**src/rtl/assert_macros.svh**
```systemverilog
// Assertion helpers; the module using them must have clk and arst_n.
`ifndef ASSERT_MACROS_SVH
`define ASSERT_MACROS_SVH

// property holds at every clock edge outside reset
`define FCFB_ASSERT(lbl, prop) \
	lbl: assert property (@(posedge clk) disable iff (!arst_n) prop) \
		else $error("fcfb: assertion failed");

// condition never true outside reset
`define FCFB_NEVER(lbl, cond) \
	lbl: assert property (@(posedge clk) disable iff (!arst_n) !(cond)) \
		else $error("fcfb: forbidden condition seen");

`endif

```
**src/rtl/fcfb_pkg.sv**
```systemverilog
`default_nettype none

package fcfb_pkg;

	localparam int COLOR_W       = 32;
	localparam int CH_W          = 8;
	localparam int NUM_CH        = 4;
	localparam int DEPTH_W       = 24;
	localparam int DIST_W        = 24;
	localparam int FOG_FRAC_BITS = 8;
	localparam int FOG_W         = FOG_FRAC_BITS + 1;
	localparam int DIFF_W        = DIST_W + 1;
	// |far - near| of two DIST_W signed values fits DIST_W unsigned bits
	localparam int MAG_W         = DIST_W;
	localparam int DIV_STAGES    = FOG_FRAC_BITS;

	localparam int EN_W          = 5;
	localparam int CFG_IDX_W     = 3;
	localparam int CFG_DATA_W    = 24;

	localparam int FQ_DEPTH      = 4;
	localparam int FQ_PTR_W      = $clog2(FQ_DEPTH);
	localparam int FQ_CNT_W      = $clog2(FQ_DEPTH + 1);
	localparam int OQ_DEPTH      = 16;
	localparam int OQ_PTR_W      = $clog2(OQ_DEPTH);
	localparam int OQ_CNT_W      = $clog2(OQ_DEPTH + 1);

	localparam int EN_BLEND      = 0;
	localparam int EN_ALPHA      = 1;
	localparam int EN_DEPTH      = 2;
	localparam int EN_FOG        = 3;
	localparam int EN_ZWRITE     = 4;

	localparam logic [CH_W-1:0]    CH_MAX      = '1;
	localparam logic [FOG_W-1:0]   FOG_ONE     = FOG_W'(2 ** FOG_FRAC_BITS);
	localparam logic [DIST_W-1:0]  FOG_END_RST = DIST_W'(256);

	// x / 255 as multiply by ceil(2^23 / 255), then one correction step
	localparam int               RECIP_W     = 16;
	localparam int               RECIP_SHIFT = 23;
	localparam logic [RECIP_W-1:0] RECIP_255 = 16'h8081;

	typedef enum logic [CFG_IDX_W-1:0] {
		CFG_ENABLES,
		CFG_DEPTH_MODE,
		CFG_COMBINE_OPS,
		CFG_BLEND_MODES,
		CFG_ALPHA_REF,
		CFG_FOG_RGB,
		CFG_FOG_START,
		CFG_FOG_END
	} cfg_index_t;

	typedef enum logic [1:0] {
		COMB_VERTEX,
		COMB_MODULATE,
		COMB_ADD,
		COMB_TEXEL
	} comb_op_t;

	typedef enum logic [1:0] {
		DST_INV_ALPHA,
		DST_ONE,
		DST_ZERO,
		DST_UNUSED
	} dst_factor_t;

	typedef enum logic [1:0] {
		FOGF_ZERO,
		FOGF_ONE,
		FOGF_DIV
	} fog_kind_t;

	typedef struct packed {
		logic [EN_W-1:0]          enables;
		logic                     depth_mode;
		logic [3:0]               combine_ops;
		logic [2:0]               blend_modes;
		logic [CH_W-1:0]          alpha_reference;
		logic [3*CH_W-1:0]        fog_rgb;
		logic signed [DIST_W-1:0] fog_start;
		logic signed [DIST_W-1:0] fog_end;
	} cfg_t;

	typedef struct packed {
		logic [COLOR_W-1:0]       vertex_color;
		logic [COLOR_W-1:0]       texel_color;
		logic                     use_texture;
		logic                     apply_fog;
		logic signed [DIST_W-1:0] fog_distance;
		logic [DEPTH_W-1:0]       frag_depth;
		logic [COLOR_W-1:0]       stored_color;
		logic [DEPTH_W-1:0]       stored_depth;
	} frag_t;

	typedef struct packed {
		logic [COLOR_W-1:0] color_out;
		logic               color_write;
		logic [DEPTH_W-1:0] depth_out;
		logic               depth_write;
	} result_t;

	// classified item between front and back
	typedef struct packed {
		logic [COLOR_W-1:0]             vertex_color;
		logic [COLOR_W-1:0]             texel_color;
		logic [NUM_CH-1:0][2*CH_W-1:0]  prod;
		logic                           use_texture;
		logic                           fog_on;
		fog_kind_t                      fog_kind;
		logic [MAG_W-1:0]               fog_num;
		logic [MAG_W-1:0]               fog_den;
		logic                           depth_pass;
		logic [DEPTH_W-1:0]             frag_depth;
		logic [COLOR_W-1:0]             stored_color;
	} entry_t;

	function automatic logic [CH_W:0] div255(input logic [2*CH_W:0] x);
		logic [2*CH_W+RECIP_W:0] m;
		logic [CH_W:0]           q;
		logic [2*CH_W:0]         qm;
		m  = (2*CH_W+RECIP_W+1)'(x) * (2*CH_W+RECIP_W+1)'(RECIP_255);
		q  = m[RECIP_SHIFT +: CH_W+1];
		qm = {q, {CH_W{1'b0}}} - (2*CH_W+1)'(q);
		// estimate is never low and at most one high
		if (qm > x) begin
			q = q - 1'b1;
		end
		return q;
	endfunction

endpackage

`default_nettype wire

```
**src/rtl/fcfb_fogdiv.sv**
```systemverilog
`default_nettype none

// Pipelined restoring divider, one quotient bit per stage.
// Expects num < den; gives floor(num * 2^FOG_FRAC_BITS / den).
module fcfb_fogdiv import fcfb_pkg::*; (
	input  logic                     clk,
	input  logic [MAG_W-1:0]         num,
	input  logic [MAG_W-1:0]         den,
	output logic [FOG_FRAC_BITS-1:0] quo
);

	logic [MAG_W-1:0]         rem_s [DIV_STAGES];
	logic [MAG_W-1:0]         den_s [DIV_STAGES];
	logic [FOG_FRAC_BITS-1:0] quo_s [DIV_STAGES];

	for (genvar k = 0; k < DIV_STAGES; k++) begin : g_stage
		logic [MAG_W-1:0]         rem_in;
		logic [MAG_W-1:0]         den_in;
		logic [FOG_FRAC_BITS-1:0] quo_in;
		logic [MAG_W:0]           dbl;
		logic                     ge;

		if (k == 0) begin : g_first
			assign rem_in = num;
			assign den_in = den;
			assign quo_in = '0;
		end else begin : g_next
			assign rem_in = rem_s[k-1];
			assign den_in = den_s[k-1];
			assign quo_in = quo_s[k-1];
		end

		assign dbl = {rem_in, 1'b0};
		assign ge  = (dbl >= {1'b0, den_in});

		always_ff @(posedge clk) begin
			rem_s[k] <= ge ? MAG_W'(dbl - {1'b0, den_in}) : dbl[MAG_W-1:0];
			den_s[k] <= den_in;
			quo_s[k] <= {quo_in[FOG_FRAC_BITS-2:0], ge};
		end
	end

	assign quo = quo_s[DIV_STAGES-1];

endmodule

`default_nettype wire

```
**src/rtl/fcfb_back.sv**
```systemverilog
`default_nettype none
`include "assert_macros.svh"

module fcfb_back import fcfb_pkg::*; (
	input  logic    clk,
	input  logic    arst_n,
	input  cfg_t    cfg,
	input  logic    head_valid,
	input  entry_t  head,
	output logic    take,
	output logic    empty,
	input  logic    pop,
	output result_t result
);

	typedef struct packed {
		logic [NUM_CH-1:0][CH_W-1:0] color;
		logic                        pass;
		logic                        fog_on;
		fog_kind_t                   fog_kind;
		logic [DEPTH_W-1:0]          frag_depth;
		logic [COLOR_W-1:0]          stored_color;
	} side_t;

	// ---- output queue and credit ----
	result_t             omem_q [OQ_DEPTH];
	logic [OQ_PTR_W-1:0] owr_ptr_q;
	logic [OQ_PTR_W-1:0] ord_ptr_q;
	logic [OQ_CNT_W-1:0] ocnt_q;
	logic [OQ_CNT_W-1:0] rsv_q;   // items in flight plus items queued
	logic                opop;
	logic                wr_en;
	result_t             res_d;

	assign opop   = pop && !empty;
	assign empty  = (ocnt_q == '0);
	assign result = omem_q[ord_ptr_q];
	assign take   = head_valid && ((rsv_q != OQ_CNT_W'(OQ_DEPTH)) || opop);

	// ---- combine and alpha test ----
	side_t                       side_d;
	logic [NUM_CH-1:0][CH_W-1:0] vc;
	logic [NUM_CH-1:0][CH_W-1:0] tc;
	logic [CH_W:0]               q255;
	logic [CH_W:0]               sum9;
	logic [1:0]                  op;
	logic [CH_W-1:0]             cmb;

	always_comb begin
		vc = head.vertex_color;
		tc = head.texel_color;
		side_d.color = '0;
		q255 = '0;
		sum9 = '0;
		op   = '0;
		cmb  = '0;
		for (int i = 0; i < NUM_CH; i++) begin
			op   = (i == NUM_CH - 1) ? cfg.combine_ops[3:2] : cfg.combine_ops[1:0];
			q255 = div255({1'b0, head.prod[i]});
			sum9 = {1'b0, vc[i]} + {1'b0, tc[i]};
			unique case (comb_op_t'(op))
				COMB_VERTEX:   cmb = vc[i];
				COMB_MODULATE: cmb = q255[CH_W-1:0];
				COMB_ADD:      cmb = sum9[CH_W] ? CH_MAX : sum9[CH_W-1:0];
				COMB_TEXEL:    cmb = tc[i];
				default:       cmb = vc[i];
			endcase
			side_d.color[i] = head.use_texture ? cmb : vc[i];
		end
		side_d.pass = head.depth_pass &&
			!(cfg.enables[EN_ALPHA] && (side_d.color[NUM_CH-1] < cfg.alpha_reference));
		side_d.fog_on       = head.fog_on;
		side_d.fog_kind     = head.fog_kind;
		side_d.frag_depth   = head.frag_depth;
		side_d.stored_color = head.stored_color;
	end

	// ---- fog factor divider, side data rides alongside ----
	logic [FOG_FRAC_BITS-1:0] quo;
	logic [DIV_STAGES-1:0]    vld_s;
	side_t                    side_s [DIV_STAGES];
	side_t                    side_dv;

	fcfb_fogdiv u_fogdiv (
		.clk (clk),
		.num (head.fog_num),
		.den (head.fog_den),
		.quo (quo)
	);

	assign side_dv = side_s[DIV_STAGES-1];

	// ---- fog ----
	logic [FOG_W-1:0]              fog_f;
	logic [FOG_W-1:0]              fog_inv;
	logic [NUM_CH-1:0][CH_W-1:0]   fog_col;
	logic [NUM_CH-1:0][CH_W-1:0]   fog_rgb;
	logic [CH_W+FOG_W-1:0]         fsum;

	always_comb begin
		unique case (side_dv.fog_kind)
			FOGF_ZERO: fog_f = '0;
			FOGF_ONE:  fog_f = FOG_ONE;
			FOGF_DIV:  fog_f = {1'b0, quo};
			default:   fog_f = '0;
		endcase
		fog_inv = FOG_ONE - fog_f;
		fog_rgb = {CH_W'(0), cfg.fog_rgb};
		fog_col = side_dv.color;
		fsum    = '0;
		if (side_dv.fog_on) begin
			for (int i = 0; i < NUM_CH - 1; i++) begin
				fsum = (CH_W+FOG_W)'(side_dv.color[i] * fog_f) +
					(CH_W+FOG_W)'(fog_rgb[i] * fog_inv);
				fog_col[i] = fsum[CH_W+FOG_FRAC_BITS-1:FOG_FRAC_BITS];
			end
		end
	end

	logic                        valid_s9;
	logic [NUM_CH-1:0][CH_W-1:0] col_s9;
	logic                        pass_s9;
	logic [DEPTH_W-1:0]          depth_s9;
	logic [COLOR_W-1:0]          stored_s9;

	// ---- blend products ----
	logic [NUM_CH-1:0][CH_W-1:0]   dst;
	logic [CH_W-1:0]               alpha;
	logic [CH_W-1:0]               src_f;
	logic [CH_W-1:0]               dst_f;
	logic [NUM_CH-1:0][2*CH_W:0]   bsum;

	always_comb begin
		dst   = stored_s9;
		alpha = col_s9[NUM_CH-1];
		src_f = cfg.blend_modes[0] ? CH_MAX : alpha;
		unique case (dst_factor_t'(cfg.blend_modes[2:1]))
			DST_INV_ALPHA: dst_f = CH_MAX - alpha;
			DST_ONE:       dst_f = CH_MAX;
			DST_ZERO:      dst_f = '0;
			DST_UNUSED:    dst_f = '0;
			default:       dst_f = '0;
		endcase
		for (int i = 0; i < NUM_CH; i++) begin
			bsum[i] = (2*CH_W+1)'(col_s9[i] * src_f) + (2*CH_W+1)'(dst[i] * dst_f);
		end
	end

	logic                        valid_s10;
	logic [NUM_CH-1:0][2*CH_W:0] bsum_s10;
	logic [NUM_CH-1:0][CH_W-1:0] col_s10;
	logic                        blend_s10;
	logic                        pass_s10;
	logic [DEPTH_W-1:0]          depth_s10;
	logic [COLOR_W-1:0]          stored_s10;

	// ---- final color, into the output queue ----
	logic [NUM_CH-1:0][CH_W-1:0] out_col;
	logic [CH_W:0]               bq;

	always_comb begin
		out_col = col_s10;
		bq      = '0;
		if (blend_s10) begin
			for (int i = 0; i < NUM_CH; i++) begin
				bq         = div255(bsum_s10[i]);
				out_col[i] = bq[CH_W] ? CH_MAX : bq[CH_W-1:0];
			end
		end
		res_d.color_out   = pass_s10 ? out_col : stored_s10;
		res_d.color_write = pass_s10;
		res_d.depth_out   = depth_s10;
		res_d.depth_write = pass_s10 & cfg.enables[EN_ZWRITE];
	end

	assign wr_en = valid_s10;

	always_ff @(posedge clk or negedge arst_n) begin
		if (!arst_n) begin
			vld_s     <= '0;
			valid_s9  <= 1'b0;
			valid_s10 <= 1'b0;
			owr_ptr_q <= '0;
			ord_ptr_q <= '0;
			ocnt_q    <= '0;
			rsv_q     <= '0;
		end else begin
			vld_s     <= {vld_s[DIV_STAGES-2:0], take};
			valid_s9  <= vld_s[DIV_STAGES-1];
			valid_s10 <= valid_s9;
			if (wr_en) begin
				owr_ptr_q <= owr_ptr_q + 1'b1;
			end
			if (opop) begin
				ord_ptr_q <= ord_ptr_q + 1'b1;
			end
			ocnt_q <= ocnt_q + OQ_CNT_W'(wr_en) - OQ_CNT_W'(opop);
			rsv_q  <= rsv_q + OQ_CNT_W'(take) - OQ_CNT_W'(opop);
		end
	end

	always_ff @(posedge clk) begin
		side_s[0] <= side_d;
		for (int k = 1; k < DIV_STAGES; k++) begin
			side_s[k] <= side_s[k-1];
		end
		col_s9     <= fog_col;
		pass_s9    <= side_dv.pass;
		depth_s9   <= side_dv.frag_depth;
		stored_s9  <= side_dv.stored_color;
		bsum_s10   <= bsum;
		col_s10    <= col_s9;
		blend_s10  <= cfg.enables[EN_BLEND];
		pass_s10   <= pass_s9;
		depth_s10  <= depth_s9;
		stored_s10 <= stored_s9;
		if (wr_en) begin
			omem_q[owr_ptr_q] <= res_d;
		end
	end

	`FCFB_ASSERT(a_rsv_bound, rsv_q <= OQ_CNT_W'(OQ_DEPTH))
	`FCFB_ASSERT(a_rsv_covers_queue, ocnt_q <= rsv_q)
	`FCFB_NEVER(a_oq_overflow, wr_en && (ocnt_q == OQ_CNT_W'(OQ_DEPTH)))

endmodule

`default_nettype wire

```
**config.mk**
```make
export PLATFORM = sky130hd
export DESIGN_NAME = fcfb_back
export DESIGN_NICKNAME = d
export VERILOG_FILES = /design/src/rtl/fcfb_pkg.sv /design/src/rtl/fcfb_fogdiv.sv /design/src/rtl/fcfb_back.sv
export VERILOG_INCLUDE_DIRS = /design/src /design/src/rtl
export SDC_FILE = /design/constraint.sdc
export NUM_CORES = 2
export LEC_CHECK = 0
export ABC_AREA = 1
export BUFFER_PORTS_ARGS = -buffer_cell sky130_fd_sc_hd__buf_2
export CELL_PAD_IN_SITES_DETAIL_PLACEMENT = 0
export CELL_PAD_IN_SITES_GLOBAL_PLACEMENT = 1
export CORE_ASPECT_RATIO = 0.75
export CORE_MARGIN = 4
export CORE_UTILIZATION = 35
export DETAILED_ROUTE_END_ITERATION = 6
export GPL_ROUTABILITY_DRIVEN = 1
export PLACE_DENSITY = 0.65
export SYNTH_ARGS = -nofsm -noshare
export SYNTH_HDL_FRONTEND = slang
export SYNTH_SLANG_ARGS = --single-unit
```
**constraint.sdc**
```tcl
create_clock -name clk -period 8.76 [get_ports clk]
set_input_delay 0.438 -clock clk [delete_from_list [all_inputs] [get_ports clk]]
set_output_delay 0.438 -clock clk [all_outputs]
set_load 0.05 [all_outputs]
```
== Word level (Yosys, flattened, before mapping) ==
Memory sizes are Yosys's and may differ from the RTL's.
Index checks and enable logic that the tools add are counted.
Storage, ports and cells
  bits of input ports: 334
  memories: 5
  memory bits (writable): 2112
  output and inout bits: 60
  register bits: 275
Memory list
  omem_q: words 16, bits a word 58, rd ports 1, clocked after Yosys merged registers in 0, wr ports 1, RTL line fcfb_back.sv:26  | result_t omem_q [OQ_DEPTH];
  side_s: words 8, bits a word 92, rd ports 8, clocked after Yosys merged registers in 0, wr ports 8, RTL line fcfb_back.sv:81  | side_t side_s [DIV_STAGES];
  u_fogdiv.den_s: words 8, bits a word 24, rd ports 7, clocked after Yosys merged registers in 0, wr ports 8, RTL line fcfb_fogdiv.sv:13  | logic [MAG_W-1:0] den_s [DIV_STAGES];
  u_fogdiv.rem_s: words 8, bits a word 24, rd ports 7, clocked after Yosys merged registers in 0, wr ports 8, RTL line fcfb_fogdiv.sv:12  | logic [MAG_W-1:0] rem_s [DIV_STAGES];
  u_fogdiv.quo_s: words 8, bits a word 8, rd ports 8, clocked after Yosys merged registers in 0, wr ports 8, RTL line fcfb_fogdiv.sv:14  | logic [FOG_FRAC_BITS-1:0] quo_s [DIV_STAGES];
Cells by class
  reductions and logical operators: 12
  order comparisons: 17
  $add $sub $neg: 43
  bitwise gates (word level): 1
  mux-type cells: 44
  equality and inequality tests: 12
  multipliers: 22
Operators by type and width (count)
  24-bit two-way mux: 9
  25-bit by 24-bit greater-or-equal comparator with 1-bit output: 8
  24-bit subtractor: 8
  8-bit two-way mux: 17
  17-bit by 9-bit subtractor with 17-bit output: 8
  16-bit by 16-bit multiplier with 32-bit output, second input constant: 4
  17-bit by 16-bit multiplier with 32-bit output, second input constant: 4
  8-bit by 8-bit multiplier with 16-bit output: 8
  8-bit one-hot mux with 4 select lines: 4
  8-bit by 9-bit multiplier with 16-bit output: 6
  9-bit two-way mux: 8
  16-bit by 16-bit adder with 17-bit output: 4
  17-bit by 16-bit > comparator with 1-bit output: 4
  17-bit > comparator: 4
  32-bit two-way mux: 2
  16-bit adder: 3
  8-bit by 8-bit adder with 9-bit output: 4
  9-bit by 1-bit subtractor with 9-bit output, second input constant: 4
  8-bit by 1-bit subtractor with 8-bit output, second input constant: 4
  8-bit one-hot mux with 3 select lines: 1
  9-bit one-hot mux with 2 select lines: 1
  2-bit == test, second input constant: 7
  5-bit by 1-bit adder with 5-bit output: 2
  5-bit by 1-bit subtractor with 5-bit output: 2
  other kinds (14): 25

== Logic depth before layout (Yosys ltp) ==
  depth in word-level cells: 10
  mapped depth: 46

== Modules after synthesis ==
From an unflattened synthesis, not the netlist that was laid out.
Unflattened totals
  cell total of the unflattened synthesis: 14284
  area total of the unflattened synthesis: 131700.1 um^2
By module, submodules not included
  fcfb_back: area an instance 107580.7 um^2, cells an instance 10453, sequential area each 48246.3 um^2, instances 1
  fcfb_fogdiv: area an instance 24119.4 um^2, cells an instance 3831, sequential area each 7447.1 um^2, instances 1

== Worst setup path after synthesis ==
Ideal clock, no wire load.
  path kind: register -> register
  start: mem side_s[1][332] in the netlist's numbering
  end: reg col_s9[14] in the netlist's numbering
  period minus slack after synthesis: 7.322 ns
  path slack: 1.438 ns
  stages on the path, launching flop included: 37
  setup time: 0.129 ns
  data required time: 8.631 ns
  arrival: 7.193 ns
  path through: dfxtp_1 > inv_1 > nand2_1 > clkinv_1 > nand2_1 > clkbuf_1 > ha_1 > nand2_1 > nor2_1 > nand2_1 > o21ai_0 > nand2_1 > inv_1 > clkbuf_1 > nand2_1 > fa_1 > inv_1 > fa_1 > fa_1 > inv_1 > fa_1 > fa_1 > inv_1 > fa_1 > ha_1 > a21oi_1 > o221ai_1 > a21o_1 > a21oi_1 > inv_1 > a21oi_1 > o21ai_0 > nand2_1 > nand2_1 > or2_2 > nand3_1 > o21ai_0
RTL lines
  from (decl): RTL line fcfb_back.sv:81
  to (signal assigned): RTL line fcfb_back.sv:207  | col_s9 <= fog_col;
  to (decl): RTL line fcfb_back.sv:121  | logic [NUM_CH-1:0][CH_W-1:0] col_s9;

==> metrics <==
Mapped Nets=between 10000 and 15000; Rows=between 150 and 200; Cells after DPL=17260; layout cells sized above 1=under 10%; top-count cell post-synth=inv_1; Worst Hold Path Cells=3; total die area=366000 sq um; syn_area_per_cell=~10 sq um; crit-path max FO=16; hold slack=0.1180 ns; Slew Viols, Final=0; chip width=between 600 and 700 um; Setup Viol. Count Final=0; Max Freq=125.0 MHz; reg2reg path depth=35; die height=524.9 um; clock slew at reported path FFs=0.06 ns; All-Layer GR Usage=17.74%; wirelength, routed=329.5 mm; Clock Latency Late Sink=0.92 ns; initial antenna violation count=23; Sequential Area=55710 sq um; minimum clock period=7.998 ns; clk_skew=0.1150 ns; area of the multi-input gates=just over 60000 sq um; fin cells=between 15000 and 20000; clock buffer depth=4; GP Congestion=between 0.8 and 0.9; largest net degree at the start of global routing=197; Root Driver=clkbuf_16; Post-Syn Instances=approximately 12000; share of the synthesized area in the top cell type=~22%; synthesis-to-finish area growth=13.92%; CTS tree=yes; critical path capture point type=flop; Hold Path Class=primary input to flop; Final TNS setup=0 ns; Starting Density=roughly a third; crit path buf inv count=3; max cap viols=0; Seq/Total Area, Yosys=between 40% and 50%; total number of cells along the worst setup path=35; vias per cell=4.769; drt wl/cell=18.44 um; gr ovfl total=0; most frequent cells after synthesis=1778 x inv_1, 1575 x nand2_1, 1463 x nor2_1; Post-CTS Setup Inserts=0; core area=between 300000 and 400000 sq um; Initial DRC Count=5867; setup ws final=about 0.76 ns; nets@finish=15420; Worst-Margin Slew=about 1.2 ns; Top Ports=394; final period utilization=91.31%; Setup Crit Path Kind=flop to flop; fillers=34800; Fin. Hold Viols=0; CP startpoint kind=flop; CP required=9.31 ns; first-pass GRT wire length=510.0 mm; vias=85220; FFs w/ async S/R, synth=around 1.2%; family with the most delay on the worst path=simple AND/OR/NAND/NOR gates; post-synth cell types=75; post-route antenna net violation count=0; outcome=finished clean; post-synthesis cell area=124700 sq um; IO buf count=approximately 340; Syn. warnings=0; crit-path max cell delay=0.65 ns; number of synthesized flops with an enable pin=between 900 and 1000; DR pass1 iterations=6; Yosys top cell by area=edfxtp_1; CP max-delay cell=o21ai_0; Worst slew margin=19.88%; Arr. time, crit path=8.55 ns; top post-synthesis cells by area=edfxtp_1 22%, dfxtp_1 22%, ha_1 14%; flops & latches, synth=2311; TritonCTS Buffers=232; H-tree depth=4; HPWL Detailed=236.2 mm; vias in the first global route=83700; most used cell, CP=nand2_1; DR DRC count=0; RSZ-0062 raised after global routing=false; Top FF cell, synth=dfxtp_1; Sink Count=2311; pre-CTS setup slack=0.7252 ns
-- cell families (layout without fill, tap and decap cells) --
group                    Yosys count  in the layout  share of synthesized area (%)
AND/OR/NAND/NOR                 3557           3557                          11.53
flip-flops                      2311           2311                          44.67
XOR/XNOR                         410            410                          2.931
other                              0              4                              0
adder cells (fa/ha/maj)         2093           2093                          25.32
AO/OA/AOI/OAI                   1943           1943                          8.969
buffers and inverters           2157           2872                          6.580
-- worst min-delay path: stages --
cell and delay, ns:
buf_2 0.11, a221oi_1 0.08, a21oi_1 0.25
-- path summary, 6_finish.rpt --
kind | from | slack, ns | endpoint
max | bsum_s10[33] | 0.76 | omem_q[3][35]
max reg2reg | bsum_s10[33] | 0.76 | omem_q[3][35]
min | head[188] | 0.12 | side_s[0][75]
min in group asynchronous | arst_n | 0.15 | valid_s10
max in group asynchronous | arst_n | 8.10 | ord_ptr_q[1]
min reg2reg | side_s[1][201] | 0.25 | side_s[1][293]
-- layer usage --
| layer | GRT usage, % | share of wire (%) | wire (um) | vias up |
|---|---|---|---|---|
| li1 | - | - | - | 42190 |
| met1 | 26.98 | 50 | 165200 | 40640 |
| met2 | 26.79 | 42 | 139400 | 1993 |
| met3 | 2.390 | 5.6 | 18580 | 394 |
| met4 | 3.561 | 2.0 | 6430 | 2 |
| met5 | 0 | 0.0039 | 13 | - |
-- metrics by stage --
stage | cell area [sq um] | utilization, %
finish | 142000 | 40.12
global route | 142000 | 40.12
CTS | 142000 | 40.12
detailed placement | 132000 | 37.29
global placement | 132000 | 37.29
floorplan | 124700 | -
-- final cells by class --
class | instances | area share, %
antenna | 4 | 0.007047
clock buffer | 323 | 4.831
clock inverter | 107 | 1.002
inverter | 1798 | 4.762
multi-input combinational | 8003 | 42.93
sequential | 2311 | 39.22
tap | 4679 | 4.122
timing repair buffer | 644 | 3.131
-- sequential cells by signal, indices dropped and copies added (netlist names), 5 cells and up --
signal / cells
ocnt_q: 5
vld_s: 8
col_s9: 24
bsum_s10: 68
dst: 32
u_fogdiv.rem_s: 168
col_s10: 32
alpha: 8
rsv_q: 5
omem_q: 928
u_fogdiv.quo_s: 36
depth_s10: 24
depth_s9: 24
stored_s10: 32
side_s: 736
u_fogdiv.den_s: 168
-- placed cells by master, fill, tap and decap left out, types with 19 or more instances in the layout --
master and count:
a211oi_1 22, a21o_1 19, a21oi_1 658, a31oi_1 23, buf_2 342, buf_4 127, bufinv_16 25, clkbuf_1 33
clkbuf_16 245, clkbuf_8 43, clkinv_2 41, dfrtp_1 24, dfxtp_1 1354, dlygate4sd3_1 172, edfxtp_1 928, fa_1 717
ha_1 1376, inv_1 1778, nand2_1 1574, nand3_1 301, nand4_1 72, nor2_1 1444, nor2_4 21, nor3_1 45
o211ai_1 78, o21ai_0 738, o21ai_1 45, o21bai_1 31, o221ai_1 184, o22ai_1 58, xnor2_1 161, xor2_1 242
-- repair_timing --
item                                    4_1_cts  5_1_grt
endpoints found under the setup margin        0       16
hold endpoints to repair                    173        0
resized for setup                             0        1
hold buffers                                172        0
Power is left out: the tool's default activity adds up to more than one toggle a clock period on the data nets, which glitch-free logic cannot reach.
