`config.mk`:
```
export PLATFORM = sky130hd
export DESIGN_NAME = fcfb_front
export DESIGN_NICKNAME = d
export VERILOG_FILES = /design/src/rtl/fcfb_pkg.sv /design/src/rtl/fcfb_front.sv
export VERILOG_INCLUDE_DIRS = /design/src /design/src/rtl
export SDC_FILE = /design/constraint.sdc
export NUM_CORES = 1
export LEC_CHECK = 0
export BUFFER_PORTS_ARGS = -buffer_cell sky130_fd_sc_hd__buf_2
export CORE_ASPECT_RATIO = 0.75
export CORE_MARGIN = 3
export CORE_UTILIZATION = 45
export CTS_CLUSTER_DIAMETER = 40
export CTS_CLUSTER_SIZE = 8
export DETAILED_ROUTE_END_ITERATION = 12
export HOLD_SLACK_MARGIN = 0.02
export PLACE_DENSITY = 0.76
export REMOVE_ABC_BUFFERS = 1
export SLEW_MARGIN = 25
export SYNTH_ARGS = -nofsm -noshare
export SYNTH_HDL_FRONTEND = slang
export SYNTH_SLANG_ARGS = --single-unit
```
`constraint.sdc`:
```
create_clock -name clk -period 6.3 [get_ports clk]
set_clock_uncertainty 0.05 [all_clocks]
set_input_delay 0.63 -clock clk [delete_from_list [all_inputs] [get_ports clk]]
set_output_delay 0.63 -clock clk [all_outputs]
set_load 0.01 [all_outputs]
```
`src/rtl/assert_macros.svh`:
```
// Assertion helpers; the module using them must have clk and arst_n.
`ifndef ASSERT_MACROS_SVH
`define ASSERT_MACROS_SVH

// property holds at every clock edge outside reset
`define FCFB_ASSERT(lbl, prop) \
	lbl: assert property (@(posedge clk) disable iff (!arst_n) prop) \
		else $error("fcfb: assertion failed");

// condition never true outside reset
`define FCFB_NEVER(lbl, cond) \
	lbl: assert property (@(posedge clk) disable iff (!arst_n) !(cond)) \
		else $error("fcfb: forbidden condition seen");

`endif

```
`src/rtl/fcfb_pkg.sv`:
```
`default_nettype none

package fcfb_pkg;

	localparam int COLOR_W       = 32;
	localparam int CH_W          = 8;
	localparam int NUM_CH        = 4;
	localparam int DEPTH_W       = 24;
	localparam int DIST_W        = 24;
	localparam int FOG_FRAC_BITS = 8;
	localparam int FOG_W         = FOG_FRAC_BITS + 1;
	localparam int DIFF_W        = DIST_W + 1;
	// |far - near| of two DIST_W signed values fits DIST_W unsigned bits
	localparam int MAG_W         = DIST_W;
	localparam int DIV_STAGES    = FOG_FRAC_BITS;

	localparam int EN_W          = 5;
	localparam int CFG_IDX_W     = 3;
	localparam int CFG_DATA_W    = 24;

	localparam int FQ_DEPTH      = 4;
	localparam int FQ_PTR_W      = $clog2(FQ_DEPTH);
	localparam int FQ_CNT_W      = $clog2(FQ_DEPTH + 1);
	localparam int OQ_DEPTH      = 16;
	localparam int OQ_PTR_W      = $clog2(OQ_DEPTH);
	localparam int OQ_CNT_W      = $clog2(OQ_DEPTH + 1);

	localparam int EN_BLEND      = 0;
	localparam int EN_ALPHA      = 1;
	localparam int EN_DEPTH      = 2;
	localparam int EN_FOG        = 3;
	localparam int EN_ZWRITE     = 4;

	localparam logic [CH_W-1:0]    CH_MAX      = '1;
	localparam logic [FOG_W-1:0]   FOG_ONE     = FOG_W'(2 ** FOG_FRAC_BITS);
	localparam logic [DIST_W-1:0]  FOG_END_RST = DIST_W'(256);

	// x / 255 as multiply by ceil(2^23 / 255), then one correction step
	localparam int               RECIP_W     = 16;
	localparam int               RECIP_SHIFT = 23;
	localparam logic [RECIP_W-1:0] RECIP_255 = 16'h8081;

	typedef enum logic [CFG_IDX_W-1:0] {
		CFG_ENABLES,
		CFG_DEPTH_MODE,
		CFG_COMBINE_OPS,
		CFG_BLEND_MODES,
		CFG_ALPHA_REF,
		CFG_FOG_RGB,
		CFG_FOG_START,
		CFG_FOG_END
	} cfg_index_t;

	typedef enum logic [1:0] {
		COMB_VERTEX,
		COMB_MODULATE,
		COMB_ADD,
		COMB_TEXEL
	} comb_op_t;

	typedef enum logic [1:0] {
		DST_INV_ALPHA,
		DST_ONE,
		DST_ZERO,
		DST_UNUSED
	} dst_factor_t;

	typedef enum logic [1:0] {
		FOGF_ZERO,
		FOGF_ONE,
		FOGF_DIV
	} fog_kind_t;

	typedef struct packed {
		logic [EN_W-1:0]          enables;
		logic                     depth_mode;
		logic [3:0]               combine_ops;
		logic [2:0]               blend_modes;
		logic [CH_W-1:0]          alpha_reference;
		logic [3*CH_W-1:0]        fog_rgb;
		logic signed [DIST_W-1:0] fog_start;
		logic signed [DIST_W-1:0] fog_end;
	} cfg_t;

	typedef struct packed {
		logic [COLOR_W-1:0]       vertex_color;
		logic [COLOR_W-1:0]       texel_color;
		logic                     use_texture;
		logic                     apply_fog;
		logic signed [DIST_W-1:0] fog_distance;
		logic [DEPTH_W-1:0]       frag_depth;
		logic [COLOR_W-1:0]       stored_color;
		logic [DEPTH_W-1:0]       stored_depth;
	} frag_t;

	typedef struct packed {
		logic [COLOR_W-1:0] color_out;
		logic               color_write;
		logic [DEPTH_W-1:0] depth_out;
		logic               depth_write;
	} result_t;

	// classified item between front and back
	typedef struct packed {
		logic [COLOR_W-1:0]             vertex_color;
		logic [COLOR_W-1:0]             texel_color;
		logic [NUM_CH-1:0][2*CH_W-1:0]  prod;
		logic                           use_texture;
		logic                           fog_on;
		fog_kind_t                      fog_kind;
		logic [MAG_W-1:0]               fog_num;
		logic [MAG_W-1:0]               fog_den;
		logic                           depth_pass;
		logic [DEPTH_W-1:0]             frag_depth;
		logic [COLOR_W-1:0]             stored_color;
	} entry_t;

	function automatic logic [CH_W:0] div255(input logic [2*CH_W:0] x);
		logic [2*CH_W+RECIP_W:0] m;
		logic [CH_W:0]           q;
		logic [2*CH_W:0]         qm;
		m  = (2*CH_W+RECIP_W+1)'(x) * (2*CH_W+RECIP_W+1)'(RECIP_255);
		q  = m[RECIP_SHIFT +: CH_W+1];
		qm = {q, {CH_W{1'b0}}} - (2*CH_W+1)'(q);
		// estimate is never low and at most one high
		if (qm > x) begin
			q = q - 1'b1;
		end
		return q;
	endfunction

endpackage

`default_nettype wire

```
`src/rtl/fcfb_front.sv`:
```
`default_nettype none
`include "assert_macros.svh"

module fcfb_front import fcfb_pkg::*; (
	input  logic   clk,
	input  logic   arst_n,
	input  cfg_t   cfg,
	input  logic   push,
	output logic   full,
	input  frag_t  frag,
	input  logic   take,
	output logic   head_valid,
	output entry_t head
);

	entry_t                 ent_d;
	entry_t                 mem_q [FQ_DEPTH];
	logic [FQ_PTR_W-1:0]    wr_ptr_q;
	logic [FQ_PTR_W-1:0]    rd_ptr_q;
	logic [FQ_CNT_W-1:0]    cnt_q;
	logic                   wr_en;

	logic signed [DIFF_W-1:0] far_x;
	logic signed [DIFF_W-1:0] near_x;
	logic signed [DIFF_W-1:0] dist_x;
	logic signed [DIFF_W-1:0] num;
	logic signed [DIFF_W-1:0] den;
	logic signed [DIFF_W-1:0] num_n;
	logic signed [DIFF_W-1:0] den_n;
	logic [NUM_CH-1:0][CH_W-1:0] vc;
	logic [NUM_CH-1:0][CH_W-1:0] tc;

	always_comb begin
		far_x  = {cfg.fog_end[DIST_W-1], cfg.fog_end};
		near_x = {cfg.fog_start[DIST_W-1], cfg.fog_start};
		dist_x = {frag.fog_distance[DIST_W-1], frag.fog_distance};
		num    = far_x - dist_x;
		den    = far_x - near_x;
		num_n  = den[DIFF_W-1] ? -num : num;
		den_n  = den[DIFF_W-1] ? -den : den;
		vc     = frag.vertex_color;
		tc     = frag.texel_color;

		ent_d.vertex_color = frag.vertex_color;
		ent_d.texel_color  = frag.texel_color;
		for (int i = 0; i < NUM_CH; i++) begin
			ent_d.prod[i] = (2*CH_W)'(vc[i] * tc[i]);
		end
		ent_d.use_texture  = frag.use_texture;
		ent_d.fog_on       = cfg.enables[EN_FOG] & frag.apply_fog;
		ent_d.fog_num      = num_n[MAG_W-1:0];
		ent_d.fog_den      = den_n[MAG_W-1:0];
		ent_d.depth_pass   = !(cfg.enables[EN_DEPTH] && cfg.depth_mode &&
			(frag.frag_depth > frag.stored_depth));
		ent_d.frag_depth   = frag.frag_depth;
		ent_d.stored_color = frag.stored_color;

		// empty fog range: a step at the far distance
		priority if (den == 0) begin
			ent_d.fog_kind = (num > 0) ? FOGF_ONE : FOGF_ZERO;
		end else if (num_n <= 0) begin
			ent_d.fog_kind = FOGF_ZERO;
		end else if (num_n >= den_n) begin
			ent_d.fog_kind = FOGF_ONE;
		end else begin
			ent_d.fog_kind = FOGF_DIV;
		end
	end

	assign full       = (cnt_q == FQ_CNT_W'(FQ_DEPTH));
	assign wr_en      = push && !full;
	assign head_valid = (cnt_q != '0);
	assign head       = mem_q[rd_ptr_q];

	always_ff @(posedge clk or negedge arst_n) begin
		if (!arst_n) begin
			wr_ptr_q <= '0;
			rd_ptr_q <= '0;
			cnt_q    <= '0;
		end else begin
			if (wr_en) begin
				wr_ptr_q <= wr_ptr_q + 1'b1;
			end
			if (take) begin
				rd_ptr_q <= rd_ptr_q + 1'b1;
			end
			cnt_q <= cnt_q + FQ_CNT_W'(wr_en) - FQ_CNT_W'(take);
		end
	end

	always_ff @(posedge clk) begin
		if (wr_en) begin
			mem_q[wr_ptr_q] <= ent_d;
		end
	end

	`FCFB_ASSERT(a_fq_push_lands, (push && !full) |=> (cnt_q != '0))

endmodule

`default_nettype wire

```
# Word level (Yosys, flattened, before mapping)
# Memories as Yosys holds them, arrays and structs flattened.
# Index checks and enable logic that the tools add are counted.
# word_totals
reg_bits,7
mem_bits_rw,948
inputBits,267
memories,1
# op_classes
add_sub_neg,8
n_mul,4
order_cmp,4
n_eq_ne,1
muxes,8
bitwise,1
reduce_logical,7
# mem_list
memory,words,width,read_ports,rd_ports_with_merged_regs,write_ports,line,text
mem_q,4,237,1,0,1,fcfb_front.sv:17,entry_t mem_q [FQ_DEPTH];
# op_table
op,n
$mul 8x8->16,4
$mux 25,2
$neg 25->25,2
$sub 24x24->25,2
$logic_not 32->1,1
$ge 25x25->1,1
$gt 25x1->1 const B,1
$le 25x1->1 const B,1
$gt 24x24->1,1
$mux 2,3
$add 2x1->2 const B,2
$add 3x1->3,1
$eq 3x3->1 const B,1
$logic_and 1x1->1,3
$mux 1,3
$reduce_bool 3->1,1
$sub 3x1->3,1
$logic_not 1->1,2
$and 1x1->1,1

# Depth between registers and ports, before layout
# Gate-level depths: netlist of run 1.
# logic_depth
ltp_word,7
ltp_mapped,25
ltp_nobuf,25

# Worst setup path after synthesis of run 1
# Ideal clock, no wire load.
# synth_timing
kind,input port to flip-flop
start,input push
end,memory mem_q[0][0] (netlist bit) (enable)
setup_time_ns,0.628
arrival_ns,6.390
required_time_ns,5.622
setup_slack_ns,-0.768
path_stages,3
cell_sequence,nor2b_1 > clkbuf_1 > and2_1
# synth_between
elab_chain_len,3
# synth_rtl
item,line,text
from (decl),fcfb_front.sv:8,"input logic push,"
$logic_and 1x1->1,fcfb_front.sv:71,assign wr_en = push && !full;
$mux 1,fcfb_front.sv:92,if (wr_en) begin
$mux 1 (implied by the code),fcfb_front.sv:93,mem_q[wr_ptr_q] <= ent_d;
to (decl),fcfb_front.sv:17,
# Every way passes these cells.

==> flow_metrics.env, run 1 <==
export IMPL_synthCells=3025
export IMPL_required_ns=6.79
export IMPL_post_synth_main_area_contributors="edfxtp_1 (59%), mux4_2 (11%), ha_1 (6.5%)"
export IMPL_coreArea_sq_um=104000
export IMPL_pwr_share_clk=0.284
export IMPL_arrival_ns=5.94
export IMPL_power_mw=26.2
export IMPL_fmax_ghz=0.184
export IMPL_die_w_um=383
export IMPL_seq_area_frac_synth=0.598
export IMPL_r2r_slack_ns=3.33
export IMPL_first_pass_iters=5
export IMPL_report_final_slew_viol_count=0
export IMPL_synth_cell_type_count=78
export IMPL_grt_antenna_before_repair=8
export IMPL_ios=506
export IMPL_drc_errors=0
export IMPL_yosys_area_share_simple=0.0633
export IMPL_gp_congestion=0.902
export IMPL_path_max_fanout=15
export IMPL_final_nets=4318
export IMPL_grt_max_degree=123
export IMPL_rsz0062_at_grt="false"
export IMPL_path_class="in -> reg"
export IMPL_grt_overflow=0
export IMPL_outcome="finished clean"
export IMPL_switching_power_mw=8.55
export IMPL_p_leak_nw=21.9
export IMPL_post_cts_setup_buffers=0
export IMPL_yosysWarnings=0
export IMPL_worstHoldStart="frag[60]"
export IMPL_finalCriticalPeriod_ns=5.44
export IMPL_p_int_mw=17.6
export IMPL_clockBufferDepth=3
export IMPL_hold_path_class="in -> reg"
export IMPL_worst_slew_pin_slew_ns=1.01
export IMPL_routedWlPerCell_um=21.7
export IMPL_clkSlewWorstSetupHoldPaths_ns=0.05
export IMPL_worstHoldPathCells=1
export IMPL_die_h_um=289
export IMPL_dp_hpwl_mm=73.8
export IMPL_finalSetupViolCount=0
export IMPL_ant_nets=0
export IMPL_endpoint_kind="flip-flop"
export IMPL_switching_share=0.327
export IMPL_cap_violations=0
export IMPL_whs_endpoint="mem_q[1][36]"
export IMPL_synth_top_area_frac=0.594
export IMPL_slowest_stage="o21bai_2"
export IMPL_vias=27997
export IMPL_vdd_drop_max_v=0.000453
export IMPL_vias_per_cell=5.47
export IMPL_cts_root_buffer="clkbuf_16"
export IMPL_synth_area_mux_share=0.113
export IMPL_place_port_buffers=463
export IMPL_p_seq_frac=0.367
export IMPL_cpPeakStageDelay_ns=0.72
export IMPL_drive_gt1_frac=0.265
export IMPL_hold_viol=0
export IMPL_ys_ff_latch=955
export IMPL_dieArea_sq_um=110000
export IMPL_cellPowerDensity_nw_per_um2=458
export IMPL_r2r_end="mem_q[2][118]"
export IMPL_whs_ns=0.0920
export IMPL_start_util=0.459
export IMPL_clkLatencyLatePin_ns=0.73
export IMPL_nFillCells=8280
export IMPL_ys_flop_type="edfxtp_1"
export IMPL_r2r_cells=4
export IMPL_timing_rr_start="cnt_q[2]"
export IMPL_cts_buffers_inserted=152
export IMPL_grt_first_pass_wirelength_mm=172
export IMPL_design_area_sq_um=57100
export IMPL_cp_start_kind="primary input"
export IMPL_cts_sinks=955
export IMPL_cp_common_cell="a21oi_1"
export IMPL_syn_avg_cell_area_sq_um=15.8
export IMPL_placed_area_sq_um=52300
export IMPL_syn_to_final_growth_pct=19.2
export IMPL_drtIter0Drc=2231
export IMPL_fin_util=0.547
export IMPL_synth_xor_area_share=0.0252
export IMPL_synth_adder_area_share=0.126
export IMPL_routed_wl_mm=111
export IMPL_synth_edf_count=948
export IMPL_async_reset_ff_frac=0.00733
export IMPL_crit_chain="buf_2 -> inv_1 -> ha_1 -> fa_1 -> nor2b_1 -> o21ai_1 -> a21oi_1 -> nor2_1 -> o21bai_2 -> a21oi_1 -> xor2_1 -> ha_1 -> a21o_1 -> a21o_1 -> a21oi_1 -> o211ai_1 -> a221o_1 -> a21o_1 -> a21oi_1 -> a22oi_1 -> o21ai_1 -> nor2b_1"
export IMPL_track_usage=0.204
export IMPL_synth_area_sq_um=47900
export IMPL_yosysTopAreaCell="edfxtp_1"
export IMPL_comb_power_share=0.348
export IMPL_grt_pass1_vias=29293
export IMPL_regArea_sq_um=28700
export IMPL_synth_top_family_by_area="adder cells"
export IMPL_rows=102
export IMPL_multi_input_area_sq_um=17800
export IMPL_synth_compound_area_frac=0.0442
export IMPL_cts_tree="built"
export IMPL_period_share=0.864
export IMPL_htreeDepth=4
export IMPL_slew_headroom=0.329
## Yosys cell counts (all sizes together), types with 19 or more instances
master and n:
buf 46, nand4 22, nand2b 19, clkbuf 32
nand3 19, nor3 20, o21ai 77, xnor2 93
nand2 190, xor2 44, edfxtp 948, ha 248
mux4 237, a21oi 117, and2 155, inv 308
fa 147, nor2 68, a21o 28
## layout make-up
| cell class | instances | share of cell area |
|---|---|---|
| sequential | 955 | 0.502 |
| timing repair buffer | 555 | 0.0565 |
| multi-input combinational | 1684 | 0.312 |
| clock buffer | 164 | 0.0677 |
| antenna | 5 | 0.000219 |
| inverter | 308 | 0.0202 |
| clock inverter | 44 | 0.0111 |
| tap | 1404 | 0.0308 |
## worst max-delay path: cells and delay by family
| family | cells | cell delay, ns |
|---|---|---|
| AO/OA/AOI/OAI | 13 | 3.04 |
| adder cells (fa/ha/maj) | 3 | 0.97 |
| buffers and inverters | 2 | 0.11 |
| XOR/XNOR | 1 | 0.46 |
| AND/OR/NAND/NOR | 3 | 0.71 |
## power by group through the flow
stage | combinational (mW) | sequential (mW) | clock, mW
after CTS | 9.29 | 9.63 | 7.62
final | 9.11 | 9.61 | 7.44
after global routing | 9.97 | 9.73 | 7.91
after global placement | 9.04 | 9.63 | 0
after floorplan | 5.71 | 10.2 | 0
after detailed placement | 9.19 | 9.72 | 0
## what timing repair did
action                    4_1_cts  5_1_grt
hold endpoints to repair      120        0
hold buffers                   33        0
gates resized for setup         0        0
## layout by cell type (no fill, tap or decap), types with 28 or more instances in the layout
cell type      synthesis  layout
edfxtp_1             948     948
buf_2                  5     463
inv_1                308     308
ha_1                 248     248
mux4_2               237     237
nand2_1              189     189
clkbuf_16              0     153
and2_1               155     151
fa_1                 147     147
a21oi_1              116     116
xnor2_1               93      93
o21ai_0               68      68
nor2_1                68      68
buf_4                  0      48
xor2_1                43      43
dlygate4sd3_1          0      33
a21o_1                28      28
## through the flow
step	std cells	worst slack, ns	setup TNS, ns
CTS	5114	1.05	0
global route	5114	0.488	0
global placement	4873	0.336	0
finish	5119	0.855	0
detailed placement	4873	0.268	0
floorplan	2947	-4.27	-1747.86
## state kept, by name, indices dropped and copies added (netlist names)
signal and count:
mem_q 948, cnt_q 3, rd_ptr_q 2, wr_ptr_q 2
## worst max-delay path by stage
stage / cells after the start / to / slack (ns) / start
3_5_place_dp: 23 / mem_q[0][106] / 0.27 / cfg[0]
6_report: 22 / mem_q[0][106] / 0.86 / cfg[0]
3_3_place_gp: 24 / mem_q[0][106] / 0.34 / cfg[0]
2_1_floorplan: 1 / head[0] / -4.27 / rd_ptr_q[0]
4_1_cts: 23 / mem_q[0][106] / 1.05 / cfg[0]
5_1_grt: 23 / mem_q[0][106] / 0.49 / cfg[0]
## cell families (layout without fill, tap and decap cells)
kind of cell / after synthesis / in the layout
buffers and inverters: 386 / 1071
AND/OR/NAND/NOR: 577 / 577
multiplexers: 243 / 243
adder cells (fa/ha/maj): 395 / 395
AO/OA/AOI/OAI: 332 / 332
other: 0 / 5
XOR/XNOR: 137 / 137
flip-flops: 955 / 955
## layer usage
metal	track usage	up-vias	wire, um
met1	0.286	14192	48700
met2	0.312	954	50900
met5	0	-	77
met3	0.0537	196	8550
met4	0.0656	12	2930
li1	-	12643	-
Power figures use the tool's default switching activity.
==> run 2: changes to the inputs <==
--- a/config.mk
+++ b/config.mk
@@ -14,7 +14,7 @@
 export CTS_CLUSTER_SIZE = 8
 export DETAILED_ROUTE_END_ITERATION = 12
 export HOLD_SLACK_MARGIN = 0.02
-export PLACE_DENSITY = 0.76
+export PLACE_DENSITY = 0.74
 export REMOVE_ABC_BUFFERS = 1
 export SLEW_MARGIN = 25
 export SYNTH_ARGS = -nofsm -noshare
==> constraint.sdc (replaced) <==
create_clock -name clk -period 6.9 [get_ports clk]
set_clock_uncertainty 0.05 [all_clocks]
set_input_delay 0.69 -clock clk [delete_from_list [all_inputs] [get_ports clk]]
set_output_delay 0.69 -clock clk [all_outputs]
set_load 0.01 [all_outputs]
==> run 2 against run 1 <==
- clock power shrank 12%
- total power decreased by 10%
- routed wire length decreased by 2.7%
- largest cell class unchanged
- largest power group unchanged
- highest routed layer unchanged
==> flow_metrics.env, run 2 (same netlist as run 1, synthesis figures left out) <==
export IMPL_hold_path_class="in -> reg"
export IMPL_grt_first_pass_wirelength_mm=167
export IMPL_met1Wirelength_mm=47.9
export IMPL_worst_path_buf_inv=2
export IMPL_dieArea_sq_um=110000
export IMPL_path_class="in -> reg"
export IMPL_worst_slew_pin_slew_ns=1.15
export IMPL_critPathTopFamily="compound AO/OA/AOI/OAI gates"
export IMPL_outcome="finished clean"
export IMPL_die_h_um=289
export IMPL_slowest_stage="a211oi_1"
export IMPL_arrival_ns=6.16
export IMPL_switching_share=0.328
export IMPL_path_max_fanout=7
export IMPL_first_pass_iters=5
export IMPL_cp_start_kind="primary input"
export IMPL_r2r_slack_ns=3.93
export IMPL_worstHoldStart="frag[50]"
export IMPL_report_final_slew_viol_count=0
export IMPL_largest_register="mem_q"
export IMPL_drive_gt1_frac=0.260
export IMPL_cts_resized=0
export IMPL_clockBufferDepth=3
export IMPL_drc_errors=0
export IMPL_required_ns=7.36
export IMPL_timing_rr_start="cnt_q[1]"
export IMPL_comb_power_share=0.351
export IMPL_cts_sinks=955
export IMPL_slew_headroom=0.233
export IMPL_ios=506
export IMPL_cap_violations=0
export IMPL_highest_layer="met5"
export IMPL_routedWlPerCell_um=21.4
export IMPL_cpPeakStageDelay_ns=0.59
export IMPL_dp_cells=4839
export IMPL_coreArea_sq_um=104000
export IMPL_nFillCells=8450
export IMPL_vias_per_cell=5.44
export IMPL_grt_pass1_vias=28635
export IMPL_htreeDepth=4
export IMPL_final_cell_count_no_fill=5044
export IMPL_syn_to_final_growth_pct=17.7
export IMPL_grt_max_degree=133
export IMPL_finalCriticalPeriod_ns=5.70
export IMPL_power_mw=23.5
export IMPL_grt_overflow=0
export IMPL_cts_buffers_inserted=150
export IMPL_pwr_share_clk=0.278
export IMPL_r2r_end="mem_q[1][107]"
export IMPL_clkLatencyLatePin_ns=0.70
export IMPL_fmax_ghz=0.176
export IMPL_r2r_cells=4
export IMPL_layout_commonest_cell="edfxtp_1"
export IMPL_track_usage=0.198
export IMPL_ant_nets=0
export IMPL_final_cell_mix="edfxtp_1 (948), buf_2 (463), inv_1 (308)"
export IMPL_cts_root_buffer="clkbuf_16"
export IMPL_p_seq_frac=0.371
export IMPL_routed_wl_mm=108
export IMPL_whs_endpoint="mem_q[3][26]"
export IMPL_final_nets=4250
export IMPL_clkSlewWorstSetupHoldPaths_ns=0.05
export IMPL_vias=27445
export IMPL_worstHoldPathCells=1
export IMPL_cts_tree="built"
export IMPL_wl_met3_mm=8.08
export IMPL_gp_congestion=0.898
export IMPL_grt_antenna_before_repair=10
export IMPL_place_port_buffers=463
export IMPL_finalSetupViolCount=0
export IMPL_largest_register_ffs=948
export IMPL_met2_length_mm=49.4
export IMPL_vdd_drop_max_v=0.000419
export IMPL_dp_hpwl_mm=71.3
export IMPL_crit_chain="buf_2 -> inv_1 -> ha_1 -> fa_1 -> nor2b_1 -> o2111ai_1 -> a211oi_1 -> nor3_1 -> xnor2_1 -> or2_2 -> o41ai_2 -> xnor2_1 -> ha_1 -> nand4_1 -> nor2_1 -> a21oi_1 -> o211ai_1 -> a221o_1 -> a21o_1 -> a21oi_1 -> a22oi_1 -> o21ai_1 -> nor2b_1"
export IMPL_die_w_um=383
export IMPL_period_share=0.825
export IMPL_drtIter0Drc=2018
export IMPL_rows=102
export IMPL_whs_ns=0.134
export IMPL_p_leak_nw=21.5
export IMPL_rsz0062_at_grt="false"
export IMPL_p_int_mw=15.8
export IMPL_switching_power_mw=7.71
export IMPL_cellPowerDensity_nw_per_um2=417
export IMPL_largestRegisters="mem_q x948, cnt_q x3"
export IMPL_endpoint_kind="flip-flop"
export IMPL_hold_viol=0
export IMPL_start_util=0.459
-- run 2: power groups by stage --
stage | Combinational [mW] | Sequential [mW] | Clock, mW
floorplan | 5.31 | 9.37 | 0
global placement | 8.25 | 8.77 | 0
detailed placement | 8.38 | 8.84 | 0
CTS | 8.44 | 8.75 | 6.71
global route | 9.05 | 8.85 | 6.96
finish | 8.25 | 8.73 | 6.53
-- run 2: worst max-delay path by stage --
| stage | start | endpoint | slack (ns) | cells after the start |
|---|---|---|---|---|
| after floorplan | rd_ptr_q[0] | head[0] | -3.73 | 1 |
| after global placement | cfg[0] | mem_q[2][106] | 0.65 | 22 |
| after detailed placement | cfg[0] | mem_q[2][106] | 0.48 | 22 |
| after CTS | cfg[0] | mem_q[3][106] | 1.27 | 22 |
| after global routing | cfg[0] | mem_q[0][106] | 0.86 | 23 |
| final | cfg[0] | mem_q[0][106] | 1.20 | 23 |
-- run 2: cell type report --
cell class | count | area [sq um] | area share
flip-flops and latches | 955 | 28700 | 0.508
multi-input cells | 1684 | 17800 | 0.316
clock buffers | 158 | 3780 | 0.0671
repair buffers | 489 | 2650 | 0.0471
well taps | 1404 | 1760 | 0.0312
inverters | 308 | 1160 | 0.0205
clock inverters | 42 | 542 | 0.00961
diodes | 4 | 10.0 | 0.000178
-- run 2: worst reg2reg max path: cells and delay by family, from the launching register on --
family,cells,cell delay [ns]
buffers and inverters,1,0.72
DFF,1,0.45
and+or+nand+nor,3,1.22
-- run 2: what timing repair did --
item / in CTS / in global routing
hold endpoints to repair: 7 / 0
setup buffers: 0 / 0
hold buffers: 1 / 0
-- run 2: routing by layer --
| metal | GRT usage | vias to the layer above |
|---|---|---|
| li1 | - | 12500 |
| met1 | 0.281 | 13918 |
| met2 | 0.298 | 846 |
| met3 | 0.0543 | 171 |
| met4 | 0.0613 | 10 |
| met5 | 0 | - |
-- run 2: per-stage QoR --
step	TNS, ns	area (sq um)	utilization	worst slack (ns)
after global routing	0	56400	0.540	0.855
after global placement	0	52000	0.498	0.650
after floorplan	-1106.76	47600	-	-3.73
after detailed placement	0	52000	0.498	0.480
after CTS	0	56400	0.540	1.27
final	0	56400	0.540	1.20
